### config.mk
export PLATFORM = sky130hd
export DESIGN_NAME = lc_cell
export DESIGN_NICKNAME = d
export VERILOG_FILES = /design/src/rtl/core/lc_pkg.sv /design/src/rtl/core/lc_cell.sv
export SDC_FILE = /design/constraint.sdc
export NUM_CORES = 1
export LEC_CHECK = 0
export ABC_AREA = 0
export BUFFER_PORTS_ARGS = -buffer_cell sky130_fd_sc_hd__buf_2
export CELL_PAD_IN_SITES_DETAIL_PLACEMENT = 1
export CELL_PAD_IN_SITES_GLOBAL_PLACEMENT = 2
export CORE_MARGIN = 2
export CORE_UTILIZATION = 43
export DETAILED_ROUTE_END_ITERATION = 10
export PLACE_DENSITY_LB_ADDON = 0.1
export SYNTH_ARGS = -nofsm -noshare
export SYNTH_HDL_FRONTEND = slang
export SYNTH_SLANG_ARGS = --single-unit
### constraint.sdc
create_clock -name clk -period 13 [get_ports clk]
set_input_delay 0.65 -clock clk [delete_from_list [all_inputs] [get_ports clk]]
set_output_delay 0.65 -clock clk [all_outputs]
set_load 0.01 [all_outputs]
### src/rtl/core/lc_pkg.sv
// Shared types and constants for the linear convolution block.
// Used by lc_cell and linear_convolution; depends on nothing else.
package lc_pkg;

  localparam int LC_MAX_TAPS = 16;
  localparam int DATA_W      = 16;
  localparam int PROD_W      = 2 * DATA_W;
  localparam int ACC_W       = 40;

  // Control that the top level hands to each cell of the row.
  typedef struct packed {
    logic shift;   // move the delay line on by one place
    logic clear;   // zero the delay line entry
    logic tap_we;  // write the incoming tap into this cell
    logic active;  // this cell lies inside the loaded kernel
  } lc_cell_ctl_t;

  typedef enum logic [4:0] {
    S_IDLE  = 5'b00001,
    S_MUL   = 5'b00010,
    S_INJ   = 5'b00100,
    S_SWEEP = 5'b01000,
    S_DLV   = 5'b10000
  } lc_state_t;

endpackage

### src/rtl/core/lc_cell.sv
// One cell of the convolution row: a kernel tap, one delay line entry,
// a registered product and a stage of the partial-sum chain. Uses lc_pkg.
module lc_cell
  import lc_pkg::*;
(
  input  logic                     clk,
  input  logic                     rst_n,
  input  lc_cell_ctl_t             ctl,
  input  logic signed [DATA_W-1:0] tap_in,
  input  logic signed [DATA_W-1:0] x_in,
  output logic signed [DATA_W-1:0] x_out,
  input  logic signed [ACC_W-1:0]  sum_in,
  input  logic                     tok_in,
  output logic signed [ACC_W-1:0]  sum_out,
  output logic                     tok_out
);

  logic signed [DATA_W-1:0] x_r;
  logic signed [DATA_W-1:0] tap_r;
  logic signed [PROD_W-1:0] tap_x;
  logic signed [PROD_W-1:0] prod_r;
  logic signed [PROD_W-1:0] prod_nxt;
  logic signed [ACC_W-1:0]  sum_r;
  logic signed [ACC_W-1:0]  sum_nxt;
  logic                     tok_r;

  // The product is formed on its own so that both factors keep their sign.
  assign tap_x    = tap_r * x_r;

  // Cells outside the kernel contribute nothing, so an unwritten tap is never used.
  assign prod_nxt = ctl.active ? tap_x : '0;
  assign sum_nxt  = sum_in + {{(ACC_W-PROD_W){prod_r[PROD_W-1]}}, prod_r};

  always_ff @(posedge clk) begin
    if (!rst_n) begin
      x_r   <= '0;
      tok_r <= 1'b0;
    end else begin
      if (ctl.clear) begin
        x_r <= '0;
      end else if (ctl.shift) begin
        x_r <= x_in;
      end
      tok_r <= tok_in;
    end
  end

  always_ff @(posedge clk) begin
    if (ctl.tap_we) begin
      tap_r <= tap_in;
    end
    prod_r <= prod_nxt;
    if (tok_in) begin
      sum_r <= sum_nxt;
    end
  end

  assign x_out   = x_r;
  assign sum_out = sum_r;
  assign tok_out = tok_r;

endmodule

# Word level (Yosys, flattened, before mapping)
# Cells that the tools add are included.
# word_totals
elab_cells	9
register_bits	105
# classes
mul	1
bitwise	1
n_addsub	1
n_reduce_logical	1
# ops
operator	count
$add 40x40->40	1
$mul 16x16->32	1
$reduce_or 2->1	1
$not 1->1	1

# Longest topological paths before layout
# logic_depth
depth_word	2
mapped_depth	24
mapped_depth_nobuf	21

# Worst setup path after synthesis
# No wires, ideal clock.
# synth_path
kind	flip-flop to flip-flop
start	register x_r[8] (netlist: x_out[8])
end	register prod_r[30]
slack_ns	7.007
path_stages_with_launch	24
t_arrival_ns	5.876
setup_ns	0.117
path_cell_list	dfxtp_1 clkbuf_1 clkbuf_1 nand2_1 fa_1 inv_1 fa_1 inv_1 fa_1 inv_1 fa_1 fa_1 inv_1 fa_1 inv_1 ha_1 and3_1 nand4_1 nor4b_1 nor3_1 o221ai_1 o31a_1 mux2i_1 nand2_1
# synth_via
elab_chain_cells	1
# synth_rtl
item	line	source
start: declaration	lc_cell.sv:18	logic signed [DATA_W-1:0] x_r;
start signal: assignment	lc_cell.sv:42	x_r <= x_in;
$mul 16x16->32	lc_cell.sv:28	assign tap_x = tap_r * x_r;
end signal: assignment	lc_cell.sv:52	prod_r <= prod_nxt;
end: declaration	lc_cell.sv:21	logic signed [PROD_W-1:0] prod_r;
# No other way between the ends.
# A chain may end at the register's enable or synchronous reset.

# Worst setup path in the final report
# layout_path
start	register tap_r[8]
end	register prod_r[30]
# layout_via
elab_chain_cells	1
# layout_rtl
item	line	source
start: declaration	lc_cell.sv:19	logic signed [DATA_W-1:0] tap_r;
start signal: assignment	lc_cell.sv:50	tap_r <= tap_in;
$mul 16x16->32	lc_cell.sv:28	
# No other way between the ends.

==> key figures <==
Critical path
  • CP max stage cell: edfxtp_1
  • Most used cell, CP: fa_1
  • Critical path endpoint category: flop
  • WP data arrival: about 7000 ps
  • Critical R2R Launch: tap_r[8]
  • Crit Reg-Reg Endpoint: prod_r[30]
  • Startpoint types: flop
  • CP Data Required Time: 13,270 ps
  • Crit-path max FO: 16
  • Setup CP Type: reg2reg
  • Cells along the critical path: nand2_1 -> fa_1 -> inv_1 -> fa_1 -> fa_1 -> fa_1 -> fa_1 -> inv_1 -> fa_1 -> inv_1 -> ha_1 -> and3_1 -> nand4_1 -> nor4b_1 -> nor3_1 -> o221ai_1 -> o31a_1 -> mux2i_1 -> nand2_1
  • R2r setup slk: roughly 6300 ps
  • Critical Path Max Stage Delay: ~990 ps
  • Worst r2r path cells: 19

STA
  • Fin crit share: 51.4%
  • Skew final: ~11 ps
  • RSZ-0062 raised after global routing: no
  • Final Critical Period: between 6000 and 7000 ps
  • Final hold vios: 0
  • Max-slew violations: 0
  • Worst Tran Pin Value: 970 ps
  • Worst hold margin: ~440 ps
  • Max Fclk: 150 MHz
  • Setup tns final: 0 ps
  • Max-slew headroom: between 30% and 40%
  • Final setup violation count: 0

Floorplanning
  • Io pins: approximately 140
  • Die Area: approximately 36,000 µm²
  • Die height: between 150 and 200 µm
  • Initial Util: a little over two fifths
  • Standard-cell rows: 68
  • Core area: 34,500 µm²
  • Die Width: around 190 µm

Logic synthesis
  • Asr flop ratio synth: 0%
  • Yosys Warn Count: 0
  • Post-Syn Instances: 1,558
  • Synth Area per Inst: just under 10 µm²
  • Post-Syn Area: between 15,000 and 20,000 µm²
  • Top_reg_cell synth: edfxtp_1
  • Post-synthesis sequential area ratio: about 18%
  • Post-synth EDFFs: 56
  • FF+latch count, synth: approximately 110
  • Yosys cell types: 75
  • Syn nets: 2,021

Detailed routing
  • First-pass DRT Iterations: 5
  • Avg Vias per Cell: around 5.2
  • Remaining antenna violation count: 0
  • # DRC: 0
  • Vias: approximately 11,000
  • Final WL: ~42,000 µm
  • Avg WL per Cell: 19.6 µm
  • Initial DRC count: 339

Power and ir drop
  • P_leak: 0.00821 µW
  • Clock share of power: 18.1%
  • Combinational power share: about 52%
  • Sequential share of power: between 30% and 40%
  • Cell Int Power: between 900 and 1000 µW
  • Sw frac: 42.3%
  • Psw: around 730 µW
  • Pwr/cell area: 105 nW/µm²
  • Pwr Total: roughly 1700 µW
  • Maximum vdd drop: roughly 0.078 mV

Global routing
  • Total GRT Usage: 23.9%
  • Vias in the first global route: about 12,000
  • Largest net degree at the start of global routing: 42
  • Global-route wire length before repair: 66,700 µm
  • Initial antenna violation count: 0
  • Total global routing overflow: 0

Cells and area
  • Layout Nets: between 2,000 and 2,500
  • Area grow syn2layout: 9.54%
  • Most common cell after layout, fill and taps aside: inv_1
  • Design area: about 16,000 µm²
  • Ratio of cells with drive above 1 in the final layout: ~11%
  • Most frequent cells in the layout: 303 x inv_1, 263 x fa_1, 149 x nand2_1

Clock network
  • Later-pin clock latency in the skew report: 380 ps
  • CTS Buffer Depth: 2
  • # H-tree levels: 3
  • Root Driver: clkbuf_16
  • CTS sink cnt: between 100 and 150
  • Post-CTS setup buffer count: 0
  • CTS clk-pin slew, worst paths: approximately 80 ps
  • CTS tree: built
  • Post-CTS resize count: 0
  • Cts bufs inserted: 9
  • Hold_buf cts: 0

Place
  • GPL Wtd Cong: 0.845
  • DP Wirelength: around 34,000 µm
  • DP Area: between 15,000 and 20,000 µm²
  • Port Buf Inserts: roughly 140

Worst hold path
  • WHS Endpoint: tap_r[14]
  • Hold Crit Class: in2reg
  • Hold Path Stages: 1
  • Worst Min Path Start: tap_in[14]

Run
  • Max cap viols: 0

Run status
  • Outcome: finished, final reports clean
-- final cells by class --
class                           count  area, µm²
Antenna cell                        1       2.50
Clock buffer                       11        264
Clock inverter                      5       65.1
Fill cell                        4000      18000
Inverter                          304       1140
Multi-Input combinational cell   1102      11000
Sequential cell                   105       2660
Tap cell                          455        569
Timing Repair Buffer              141        721
-- how the worst max path moves through the flow --
stage | slack, ps | from | cells past startpoint | to
global placement | 6300 | x_out[8] | 21 | prod_r[30]
detailed placement | 6300 | x_out[8] | 21 | prod_r[30]
floorplan | 7010 | x_out[8] | 23 | prod_r[30]
global route | 5870 | x_out[8] | 21 | prod_r[30]
finish | 6320 | tap_r[8] | 19 | prod_r[30]
CTS | 6290 | x_out[8] | 21 | prod_r[30]
-- synthesized netlist by cell type, types with 3 or more instances --
library cell  instances  area [µm²]
dfxtp_1              49         981
nand2_1             149         559
mux2i_1              17         170
and2_2                3        22.5
xor2_1               16         140
a2111oi_0             3        26.3
and3_1                4        25.0
a21oi_1              52         260
nor2_1               76         285
edfxtp_1             56        1680
inv_1               303        1140
a211oi_1             12        90.1
or3_1                 4        25.0
or2_2                 5        31.3
o21ai_0              25         125
a21o_2                3        26.3
fa_1                263        5270
a21o_1               20         150
nand2b_1              6        37.5
nand4_1               6        37.5
nor3_1               22         110
xnor2_1              41         359
o21bai_1              8        60.1
ha_1                121        1510
o211ai_1              7        52.6
a31o_2                3        26.3
o21a_1               14         105
a31oi_1               9        56.3
nand3_1              21         105
clkbuf_1             42         158
o31ai_1               3        22.5
and2_1              135         845
nor4_1                5        31.3
nor3b_1               4        30.0
and3_2                3        22.5
-- power groups by stage --
stage	Clock (µW)	Combinational [µW]	Sequential, µW
2_1_floorplan	0	638	515
3_5_place_dp	0	902	531
6_report	313	897	522
3_3_place_gp	0	880	528
4_1_cts	323	909	523
5_1_grt	332	1010	531
-- per-stage QoR --
| stage | instances | utilization (%) | worst slack, ps |
|---|---|---|---|
| 6_report | 2124 | 47.8 | 6320 |
| 4_1_cts | 2123 | 47.8 | 6290 |
| 5_1_grt | 2123 | 47.8 | 5870 |
| 2_1_floorplan | 1558 | - | 7010 |
| 3_5_place_dp | 2107 | 46.8 | 6300 |
| 3_3_place_gp | 2107 | 46.8 | 6300 |
-- routing by layer --
layer  track usage, %  vias to the layer above  wire [µm]
li1                 -                     5133          -
met1             29.6                     5697      17500
met2             43.3                      186      21600
met3             1.96                       49       1220
met4             8.97                        0       1300
met5                0                        -          0
-- critical path, delay by kind of cell (launching register included) --
kind,cells,cell delay [ps]
fa+ha+maj,7,3430
flops,1,990
simple gates,6,1320
buf+inv,3,140
compound gates,2,500
mux,1,190
-- flip-flops by register name (all words and copies together) (netlist names) --
register and cells:
tap_r 16, x_out 16, prod_r 32, tok_out 1, sum_out 40
-- cell families (layout without fill, tap and decap cells) --
| family | after synthesis | in the layout | synth area share (%) |
|---|---|---|---|
| muxes | 17 | 17 | 1.13 |
| xor gates and xnor gates | 57 | 57 | 3.32 |
| AOI/OAI and AO/OA | 188 | 188 | 8.73 |
| buffers and inverters | 351 | 461 | 8.84 |
| adders and majority gates | 384 | 384 | 45.1 |
| and+or+nand+nor | 456 | 456 | 15.2 |
| other | 0 | 1 | 0 |
| DFF | 105 | 105 | 17.7 |
No activity file was read; power rests on OpenSTA's default activity.
